<file path="config.mk">
export PLATFORM = sky130hd
export DESIGN_NAME = ffsa_ram
export DESIGN_NICKNAME = d
export VERILOG_FILES = /design/src/sv/ffsa_ram.sv
export SDC_FILE = /design/constraint.sdc
export NUM_CORES = 2
export LEC_CHECK = 0
export ABC_CLOCK_PERIOD_IN_PS = 2300
export BUFFER_PORTS_ARGS = -buffer_cell sky130_fd_sc_hd__buf_4
export CAP_MARGIN = 0
export CORE_UTILIZATION = 40
export DETAILED_ROUTE_END_ITERATION = 8
export SYNTH_ARGS = -nofsm -noshare
export SYNTH_HDL_FRONTEND = slang
export SYNTH_SLANG_ARGS = --single-unit
</file>
<file path="constraint.sdc">
create_clock -name clk -period 2.3 [get_ports clk]
set_clock_uncertainty 0.1 [all_clocks]
set_input_delay 0.345 -clock clk [delete_from_list [all_inputs] [get_ports clk]]
set_output_delay 0.345 -clock clk [all_outputs]
set_load 0.02 [all_outputs]
</file>
<file path="src/sv/ffsa_ram.sv">
`timescale 1ns / 1ps

module ffsa_ram #(
  parameter int W = 8,
  parameter int DEPTH = 256,
  localparam int AW = $clog2(DEPTH)
) (
  input  logic          clk,
  input  logic          we,
  input  logic [AW-1:0] waddr,
  input  logic [W-1:0]  wdata,
  input  logic [AW-1:0] raddr,
  output logic [W-1:0]  rdata
);

  logic [W-1:0] mem [DEPTH];

  always_ff @(posedge clk) begin
    if (we) begin
      mem[waddr] <= wdata;
    end
    rdata <= mem[raddr];
  end

endmodule

</file>
==> results.json <==
{
  "r2r_end": "rdata[0]$_DFF_P_",
  "critPathLaunch": "mem[83][0]$_DFFE_PP_",
  "syn_area_per_cell_um2": 21.3,
  "grt-ovfl-total": 0,
  "violations": "negative setup slack",
  "cp_slowest_cell": "mux4_2",
  "fmax_mhz": 421,
  "dr.pass1.iters": 5,
  "slew_headroom_pct": 52.3,
  "synth_flop_cell": "edfxtp_1",
  "hold_start": "waddr[4]",
  "htreeDepth": 4,
  "required_ns": 2.94,
  "ys_ff_latch": 2056,
  "yosysUniqueCellTypes": 55,
  "crit_buf_inv": 1,
  "core-area_um2": 197000,
  "synth_area_um2": 79600,
  "hold_violations": 0,
  "final_common_cell": "edfxtp_1",
  "hp-class": "in2reg",
  "yosysSeqAreaShare_pct": 77.5,
  "die_w_um": 448,
  "r2r_cells": 6,
  "post-route-period-util_pct": 103,
  "setup_violations": 4,
  "clk_latency_ns": 0.86,
  "area_delta_synth_final_pct": 20.4,
  "dpl-instance-area_um2": 88400,
  "drive_gt1_share_pct": 34.1,
  "worstPathMaxFanout": 1,
  "path_common_cell": "mux4_2",
  "placementRows": 163,
  "clk_transition_reported_paths_ns": 0.07,
  "cts_root_buffer": "clkbuf_16",
  "crit_family": "multiplexers",
  "timing.rr.start": "mem[83][0]$_DFFE_PP_",
  "power_density_nw_per_um2": 835,
  "antenna_found_initial": 8,
  "startpoint_type": "register",
  "total_power_uw": 80000,
  "synth_warnings": 0,
  "mostFrequentLayoutCells": "2048 x edfxtp_1, 656 x buf_4, 454 x mux4_2",
  "drc": 0,
  "cts.path.max_buffers": 3,
  "path_cells": "mux4_2 > mux4_2 > nor2b_2 > nor4_4 > buf_4 > nor4_2",
  "end_kind": "register",
  "cpPeakStageDelay_ns": 0.59,
  "drv_slew": 0,
  "grt_max_degree": 92,
  "ir_worst_vdd_mv": 0.846,
  "nNetsFinal": 4504,
  "cts.sinks": 2056,
  "finalCoreUtilization_pct": 48.5,
  "grt_pass1_vias": 41600,
  "final_antenna_net_count": 0,
  "outcome": "finished, violations left",
  "drt_iter0_markers": 4386,
  "critPathArrivalTime_ns": 3.02,
  "async_reset_ff_share_pct": 0,
  "numCtsBuffers": 208,
  "initial_core_util_pct": 40.3,
  "fp.dieArea_um2": 201000,
  "timing.final.ws_setup_ns": -0.0742,
  "min_period_ns": 2.37,
  "post_drt_wl_per_cell_um": 27.7,
  "synth_nets": 3759,
  "stdcell_area_um2": 95800,
  "avgViaCountPerCell": 5.54,
  "tightest_slew_ns": 0.716,
  "grt_pass1_wl_mm": 293,
  "dieHeight_um": 448,
  "cts_tree": "built",
  "maxCapViolations": 0,
  "rsz0062_at_grt": "true",
  "ioPinCount": 34,
  "grt_use_total_pct": 20.3,
  "p_leak_uw": 0.0310,
  "worst_hold_path.endpoint": "mem[176][1]$_DFFE_PP_",
  "hold_depth": 4,
  "vias": 40500,
  "synth_cells": 3733,
  "dp_hpwl_mm": 133,
  "portBuffers": 33,
  "r2r_slack_ns": -0.07,
  "path_class": "reg2reg",
  "synth_edf_count": 2048,
  "gp_congestion": 0.879,
  "routed_wl_mm": 202
}
## power breakdown
group          internal [uW]  switching [uW]
clock                  19600           14500
sequential             41300            92.5
combinational           1880            2650
## stage by stage
step | std cells | setup TNS [ns] | hold slack [ns] | setup slack, ns
global placement | 6901 | -8.74 | 0.645 | -1.53
global route | 7295 | -0.497 | 0.114 | -0.0990
finish | 7295 | -0.125 | 0.108 | -0.0742
CTS | 7293 | -0.345 | 0.0524 | -0.114
floorplan | 3733 | -0.0118 | 0.344 | -0.0118
detailed placement | 6901 | -8.72 | 0.644 | -1.44
## area by class of cell
cell class,count,area [um2]
antenna,2,5.00
clock buffer,251,5420
clock inverter,134,1530
fill,16200,102000
inverter,2,7.51
multi-input combinational,1442,16800
sequential,2056,61700
tap,2640,3300
timing repair buffer,768,7030
## kinds of logic (layout without fill, tap and decap cells)
kind of cell	Yosys count	after routing	synth area share, %
buffers and inverters	235	1155	1.83
muxes	591	591	14.6
DFF	2056	2056	77.5
AOI/OAI and AO/OA	385	385	3.42
and+or+nand+nor	466	466	2.63
other	0	2	0
## what timing repair did
item,CTS,global route
hold buffers,8,0
hold endpoints to repair,519,0
pin swaps,19,9
cloned,0,0
setup endpoints to repair,8,8
setup buffers,0,0
gates resized for setup,43,14
## sequential cells by signal, summed over array words and instances (netlist names)
| signal | count |
|---|---|
| mem | 2048 |
| rdata | 8 |
## per-layer routing
metal | track usage (%) | vias to the layer above | share of wire [%]
li1 | - | 17200 | -
met1 | 27.9 | 21500 | 42
met2 | 33.4 | 1456 | 49
met3 | 3.28 | 288 | 6.4
met4 | 6.00 | 2 | 2.8
met5 | 0 | - | 0.0089
## worst min-delay path, cell delays in order
cell	delay, ns
buf_4	0.14
nand3_1	0.08
buf_4	0.23
nor2_1	0.10
## cells in the mapped netlist (all sizes together), types with 8 or more instances
cell	n	area, um2
nor4	27	188
nor3	22	110
nand4	10	62.6
nand2	33	124
nand3	34	170
o22ai	28	175
mux2i	134	1340
a22oi	133	998
mux4	456	10300
buf	122	1030
nand2b	8	50.1
o221ai	47	418
o21ai	12	60.1
a22o	8	70.1
a211oi	16	120
dfxtp	8	160
edfxtp	2048	61500
clkbuf	111	417
a21oi	96	480
o211ai	10	75.1
nor2	282	1060
nor2b	31	194
a221oi	14	129
## worst max path at each step
| stage | to | slack (ns) | cells past startpoint |
|---|---|---|---|
| after detailed placement | rdata[6]$_DFF_P_ | -1.44 | 9 |
| after floorplan | rdata[2]$_DFF_P_ | -0.01 | 9 |
| after global placement | rdata[6]$_DFF_P_ | -1.53 | 9 |
| after CTS | rdata[3]$_DFF_P_ | -0.11 | 8 |
| final | rdata[0]$_DFF_P_ | -0.07 | 6 |
| after global routing | rdata[3]$_DFF_P_ | -0.1 | 8 |
(Power assumes the default switching activity.)
