[src/sv/ffsa_pkg.sv]
`timescale 1ns / 1ps

package ffsa_pkg;

  // Default values for the top-level parameters.
  localparam int TABLE_SIDE_DEF  = 32;
  localparam int SECTOR_SIZE_DEF = 4096;
  localparam int MAX_SECTORS_DEF = 4096;
  localparam int MAX_RUN_DEF     = 255;

  // The start field is 12 bits wide, so the map never reaches past 4096 sectors.
  localparam int SEC_LIMIT_CAP = 4096;

  // Field widths.
  localparam int OP_W     = 2;
  localparam int CHUNK_W  = 5;
  localparam int START_W  = 12;
  localparam int COUNT_W  = 8;
  localparam int BYTES_W  = 20;
  localparam int STATUS_W = 3;
  localparam int ENTRY_W  = START_W + COUNT_W;

  // A byte count plus the length prefix fits in one more bit than the byte count.
  localparam int SIZE_W = BYTES_W + 1;
  localparam int LEN_PREFIX = 4;

  // Sector arithmetic holds a 12-bit start plus an 8-bit offset.
  localparam int SUM_W = 13;

  typedef enum logic [OP_W-1:0] {
    OP_LOAD   = 2'd0,
    OP_LOOKUP = 2'd1,
    OP_ALLOC  = 2'd2,
    OP_NONE   = 2'd3
  } op_t;

  // Sector map codes.
  localparam logic [1:0] SEC_ABSENT = 2'd0;
  localparam logic [1:0] SEC_FREE   = 2'd1;
  localparam logic [1:0] SEC_TAKEN  = 2'd2;

  // Result status codes.
  localparam logic [STATUS_W-1:0] STAT_IN_PLACE = 3'd0;
  localparam logic [STATUS_W-1:0] STAT_MOVED    = 3'd1;
  localparam logic [STATUS_W-1:0] STAT_TOO_BIG  = 3'd2;
  localparam logic [STATUS_W-1:0] STAT_NO_SPACE = 3'd3;
  localparam logic [STATUS_W-1:0] STAT_ABSENT   = 3'd4;
  localparam logic [STATUS_W-1:0] STAT_FOUND    = 3'd5;

  typedef enum logic [2:0] {
    ST_INIT,
    ST_IDLE,
    ST_ENTRY,
    ST_SIZE,
    ST_MARK,
    ST_SCAN_START,
    ST_SCAN
  } state_t;

  typedef struct packed {
    op_t                  operation;
    logic [CHUNK_W-1:0]   chunk_x;
    logic [CHUNK_W-1:0]   chunk_z;
    logic [START_W-1:0]   load_start;
    logic [COUNT_W-1:0]   load_count;
    logic [BYTES_W-1:0]   payload_bytes;
  } cmd_t;

  typedef struct packed {
    logic [STATUS_W-1:0]  status;
    logic [START_W-1:0]   start_sector;
    logic [COUNT_W-1:0]   sector_count;
    logic                 header_update;
  } res_t;

  typedef struct packed {
    logic                 fin;
    logic                 too_big;
    logic [COUNT_W-1:0]   need;
  } size_res_t;

  function automatic res_t make_res(logic [STATUS_W-1:0] st, logic [START_W-1:0] s,
                                    logic [COUNT_W-1:0] c, logic upd);
    res_t r;
    r.status        = st;
    r.start_sector  = s;
    r.sector_count  = c;
    r.header_update = upd;
    return r;
  endfunction

endpackage

[src/sv/ffsa_sizer.sv]
`timescale 1ns / 1ps

// Sector count of a payload by repeated subtraction of the sector size.
// Stops early once the count can no longer fit in a run.
module ffsa_sizer import ffsa_pkg::*; #(
  parameter int SECTOR_SIZE = SECTOR_SIZE_DEF,
  parameter int MAX_RUN = MAX_RUN_DEF
) (
  input  logic               clk,
  input  logic               rst,
  input  logic               go,
  input  logic [BYTES_W-1:0] bytes,
  output size_res_t          res
);

  localparam logic [SIZE_W-1:0]  SS     = SIZE_W'(SECTOR_SIZE);
  localparam logic [COUNT_W-1:0] Q_LAST = COUNT_W'(MAX_RUN - 1);

  logic               running, running_next;
  logic [SIZE_W-1:0]  rem, rem_next;
  logic [COUNT_W-1:0] q, q_next;
  logic               below;

  always_comb begin
    below        = rem < SS;
    res.fin      = running && (below || q == Q_LAST);
    res.too_big  = !below;
    res.need     = q + 1'b1;
    running_next = running;
    rem_next     = rem;
    q_next       = q;
    if (go) begin
      running_next = 1'b1;
      rem_next     = SIZE_W'(bytes) + SIZE_W'(LEN_PREFIX);
      q_next       = '0;
    end else if (res.fin) begin
      running_next = 1'b0;
    end else if (running) begin
      rem_next = rem - SS;
      q_next   = q + 1'b1;
    end
  end

  always_ff @(posedge clk) begin
    if (rst) begin
      running <= 1'b0;
    end else begin
      running <= running_next;
    end
    rem <= rem_next;
    q   <= q_next;
  end

endmodule

[config.mk]
export PLATFORM = sky130hd
export DESIGN_NAME = ffsa_sizer
export DESIGN_NICKNAME = d
export VERILOG_FILES = /design/src/sv/ffsa_pkg.sv /design/src/sv/ffsa_sizer.sv
export SDC_FILE = /design/constraint.sdc
export NUM_CORES = 1
export LEC_CHECK = 0
export BUFFER_PORTS_ARGS = -buffer_cell sky130_fd_sc_hd__buf_2
export CELL_PAD_IN_SITES_DETAIL_PLACEMENT = 0
export CELL_PAD_IN_SITES_GLOBAL_PLACEMENT = 1
export CORE_ASPECT_RATIO = 0.8
export CORE_UTILIZATION = 39
export CTS_CLUSTER_DIAMETER = 150
export DETAILED_ROUTE_END_ITERATION = 10
export PLACE_DENSITY = 0.84
export RECOVER_POWER = 100
export SLEW_MARGIN = 20
export SYNTH_ARGS = -nofsm -noshare
export SYNTH_HDL_FRONTEND = slang
export SYNTH_SLANG_ARGS = --single-unit
[constraint.sdc]
create_clock -name clk -period 2.2 [get_ports clk]
set_input_delay 0 -clock clk [delete_from_list [all_inputs] [get_ports clk]]
set_output_delay 0 -clock clk [all_outputs]
set_load 0.03 [all_outputs]
==> metrics.md <==
| Metric | Value |
|---|---|
| Vias/cell | `5.50` |
| R2R depth | `5` |
| Worst hold stages | `3` |
| CTS Sinks | `18` |
| Final Hold Viols | `0` |
| Chip Width | `65.7 um` |
| Initial drt markers | `49` |
| Pwr Density | `546 nW/um^2` |
| Leading cell type in the layout, fill and taps excluded | `buf_2` |
| Yosys reg bits | `18` |
| Register area | `450 um^2` |
| Wirelength per Cell | `12.6 um` |
| N_diodes | `0` |
| Number of flops mapped to enable cells by yosys | `9` |
| Critical Path Sink Type | `output pin` |
| Multi-input gate area | `781 um^2` |
| P_leak | `0.000580 uW` |
| RSZ-0062 raised after global routing | `no` |
| Final instance area | `1530 um^2` |
| Combinational power share | `18.0%` |
| Final Setup Violations | `0` |
| Clock Power Share | `32.5%` |
| Vias in the first global route | `1004` |
| Switching portion of total power | `27.4%` |
| Num rows | `18` |
| Fillers | `282` |
| CP cell instances | `or3_4 > nor4b_4 > inv_2 > a21boi_0 > clkbuf_2` |
| Min-delay worst type | `in -> reg` |
| CTS tree | `built` |
| R2r startpoint | `rem[12]` |
| Largest net degree at the start of global routing | `27` |
| Prevailing post-synth register cell | `edfxtp_1` |
| Final ANT Viol Nets | `0` |
| Sequential fraction of the synthesis area | `35.6%` |
| Post-synth ARST share | `0%` |
| Area delta synth->final | `21.0%` |
| Boundary pin count | `33` |
| Critical setup path kind | `reg -> out` |
| Die height | `53.0 um` |
| CTS H-tree depth | `1` |
| Critical Path Fanout Max | `6` |
| Clk Tree Root Cell | `clkbuf_8` |
| Slew Limit Fails | `0` |
| Clk slew on worst S/H paths | `0.07 ns` |
| Congestion Overflow GR | `0` |
| Drt total wl | `2700 um` |
| Reg2reg end | `rem[18]` |
| Post-Route Skew | `0.00694 ns` |
| Post-synthesis cell type count | `42` |
| Die Area | `3480 um^2` |
| Post-Syn Area | `1270 um^2` |
| Finished Core Util | `49.7%` |
| VDD IR max | `0.327 mV` |
| Worst skew pair latency | `0.26 ns` |
| Worst path max stage delay | `0.45 ns` |
| Syn_area_per_cell | `9.04 um^2` |
| Crit path from | `rem[12]` |
| Achievable Freq | `490 MHz` |
| Placed cell area | `1470 um^2` |
| Via count | `1178` |
| Initial antenna violation count | `0` |
| Crit path capture | `res[9]` |
| Status | `complete, no violations` |
| Slowest-stage cell, CP | `or3_4` |
| Yosys warning count | `0` |
| Placer congestion estimate | `0.790` |
| # port buffers | `30` |
| Post-Syn Nets | `166` |
| Data arrival time of the worst path | `2.04 ns` |
| Flop2flop setup slack | `0.17 ns` |
| Period Utilization, post-route | `92.8%` |
| Most frequent cells in the layout | `21 x buf_2, 14 x nor2_1, 9 x xnor2_1, 9 x dfxtp_1, 9 x edfxtp_1` |
| Psw | `229 uW` |
| Delay-heaviest family, CP | `simple AND/OR/NAND/NOR gates` |
| Detailed-route DRC error count | `0` |
| Nets | `201` |
| MaxCap Viol Count | `0` |
| GRT Util Overall | `16.9%` |
| Initial Util | `41.0%` |
| Core Region | `3090 um^2` |
| CP Depth | `5` |
| Layout cells sized above 1 | `25.3%` |
| DR pass1 iterations | `5` |
| Slew Limit Headroom | `67.2%` |
| Fin crit period | `2.04 ns` |
| Setup TNS | `0 ns` |
| DP HPWL | `2110 um` |
| Critical path startpoint category | `register` |
| First-pass GRT wire length | `4430 um` |
| P_int | `608 uW` |
| Worst Path Required | `2.20 ns` |
| Worst Path Buf+Inv | `2` |
| Mapped Cells | `140` |
| Worst-Margin Slew | `0.488 ns` |
| Clock buffer depth | `2` |
| Reg power frac | `49.5%` |
| Total CTS buffers | `3` |
worst min path at each step:
stage                   start       to
detailed placement        rst  running
global placement          rst  running
finish              bytes[18]  rem[18]
CTS                 bytes[18]  rem[18]
global route        bytes[18]  rem[18]
floorplan                 rst  running
final cells by class:
type / instances / share of cell area (%)
sequential: 18 / 29.4
clock buffer: 4 / 3.59
timing repair buffer: 34 / 11.1
tap: 40 / 3.27
inverter: 7 / 1.71
multi-input combinational: 111 / 50.9
through the flow:
| step | hold slack (ns) | total power, uW | std cells | worst slack, ns |
|---|---|---|---|---|
| 2_1_floorplan | 0.0716 | 515 | 140 | 0.0157 |
| 3_3_place_gp | 0.164 | 565 | 208 | 0.241 |
| 3_5_place_dp | 0.158 | 570 | 208 | 0.194 |
| 4_1_cts | 0.117 | 844 | 214 | 0.169 |
| 5_1_grt | 0.150 | 876 | 214 | 0.0427 |
| 6_report | 0.120 | 837 | 214 | 0.159 |
logic make-up (layout without fill, tap and decap cells):
logic type               Yosys count  count (layout)  synth area share [%]
XOR/XNOR                          16              16                  11.1
multiplexers                       7               7                  5.93
AND/OR/NAND/NOR                   64              64                  29.3
flip-flops                        18              18                  35.6
AO/OA/AOI/OAI                     21              21                  11.9
adder cells (fa/ha/maj)            3               3                  2.96
buffers and inverters             11              45                  3.26
power by group through the flow:
stage | logic (uW) | clock network [uW] | registers [uW]
after floorplan | 102 | 0 | 413
after global placement | 147 | 0 | 417
after detailed placement | 150 | 0 | 420
after CTS | 153 | 279 | 412
after global routing | 166 | 292 | 417
final | 151 | 272 | 414
sequential cells by signal, summed over array words and instances (netlist names):
| name | cells |
|---|---|
| running | 1 |
| q | 8 |
| rem | 9 |
cell usage after synthesis (5+ instances only):
library cell / instances / area (um^2)
xnor2_1: 9 / 78.8
nor3_1: 6 / 30.0
nand2_1: 6 / 22.5
xor2_1: 7 / 61.3
inv_1: 6 / 22.5
dfxtp_1: 9 / 180
nor4_1: 7 / 43.8
nor2_1: 14 / 52.6
edfxtp_1: 9 / 270
nand3_1: 8 / 40.0
nor2b_1: 5 / 31.3
timing repair:
item                                   4_1_cts  5_1_grt
endpoints found under the hold margin        1        0
hold buffers                                 1        0
buffers inserted                             1        0
gates resized for setup                      0        1
setup endpoints to repair                    1        1
worst reg2reg max path, cell delays in order (launching register included):
cell      delay (ns)
edfxtp_1        0.43
or3_4           0.45
nor4b_4         0.34
buf_4           0.21
o21ai_0         0.09
clkbuf_2        0.23
routing by layer:
metal / global-route usage [%] / vias to the layer above / wire length [um]
met5: 0 / - / 0
met4: 4.35 / 0 / 22
met3: 3.23 / 2 / 165
met2: 27.6 / 42 / 1190
met1: 22.9 / 543 / 1320
li1: - / 591 / -
(Power assumes the default switching activity.)
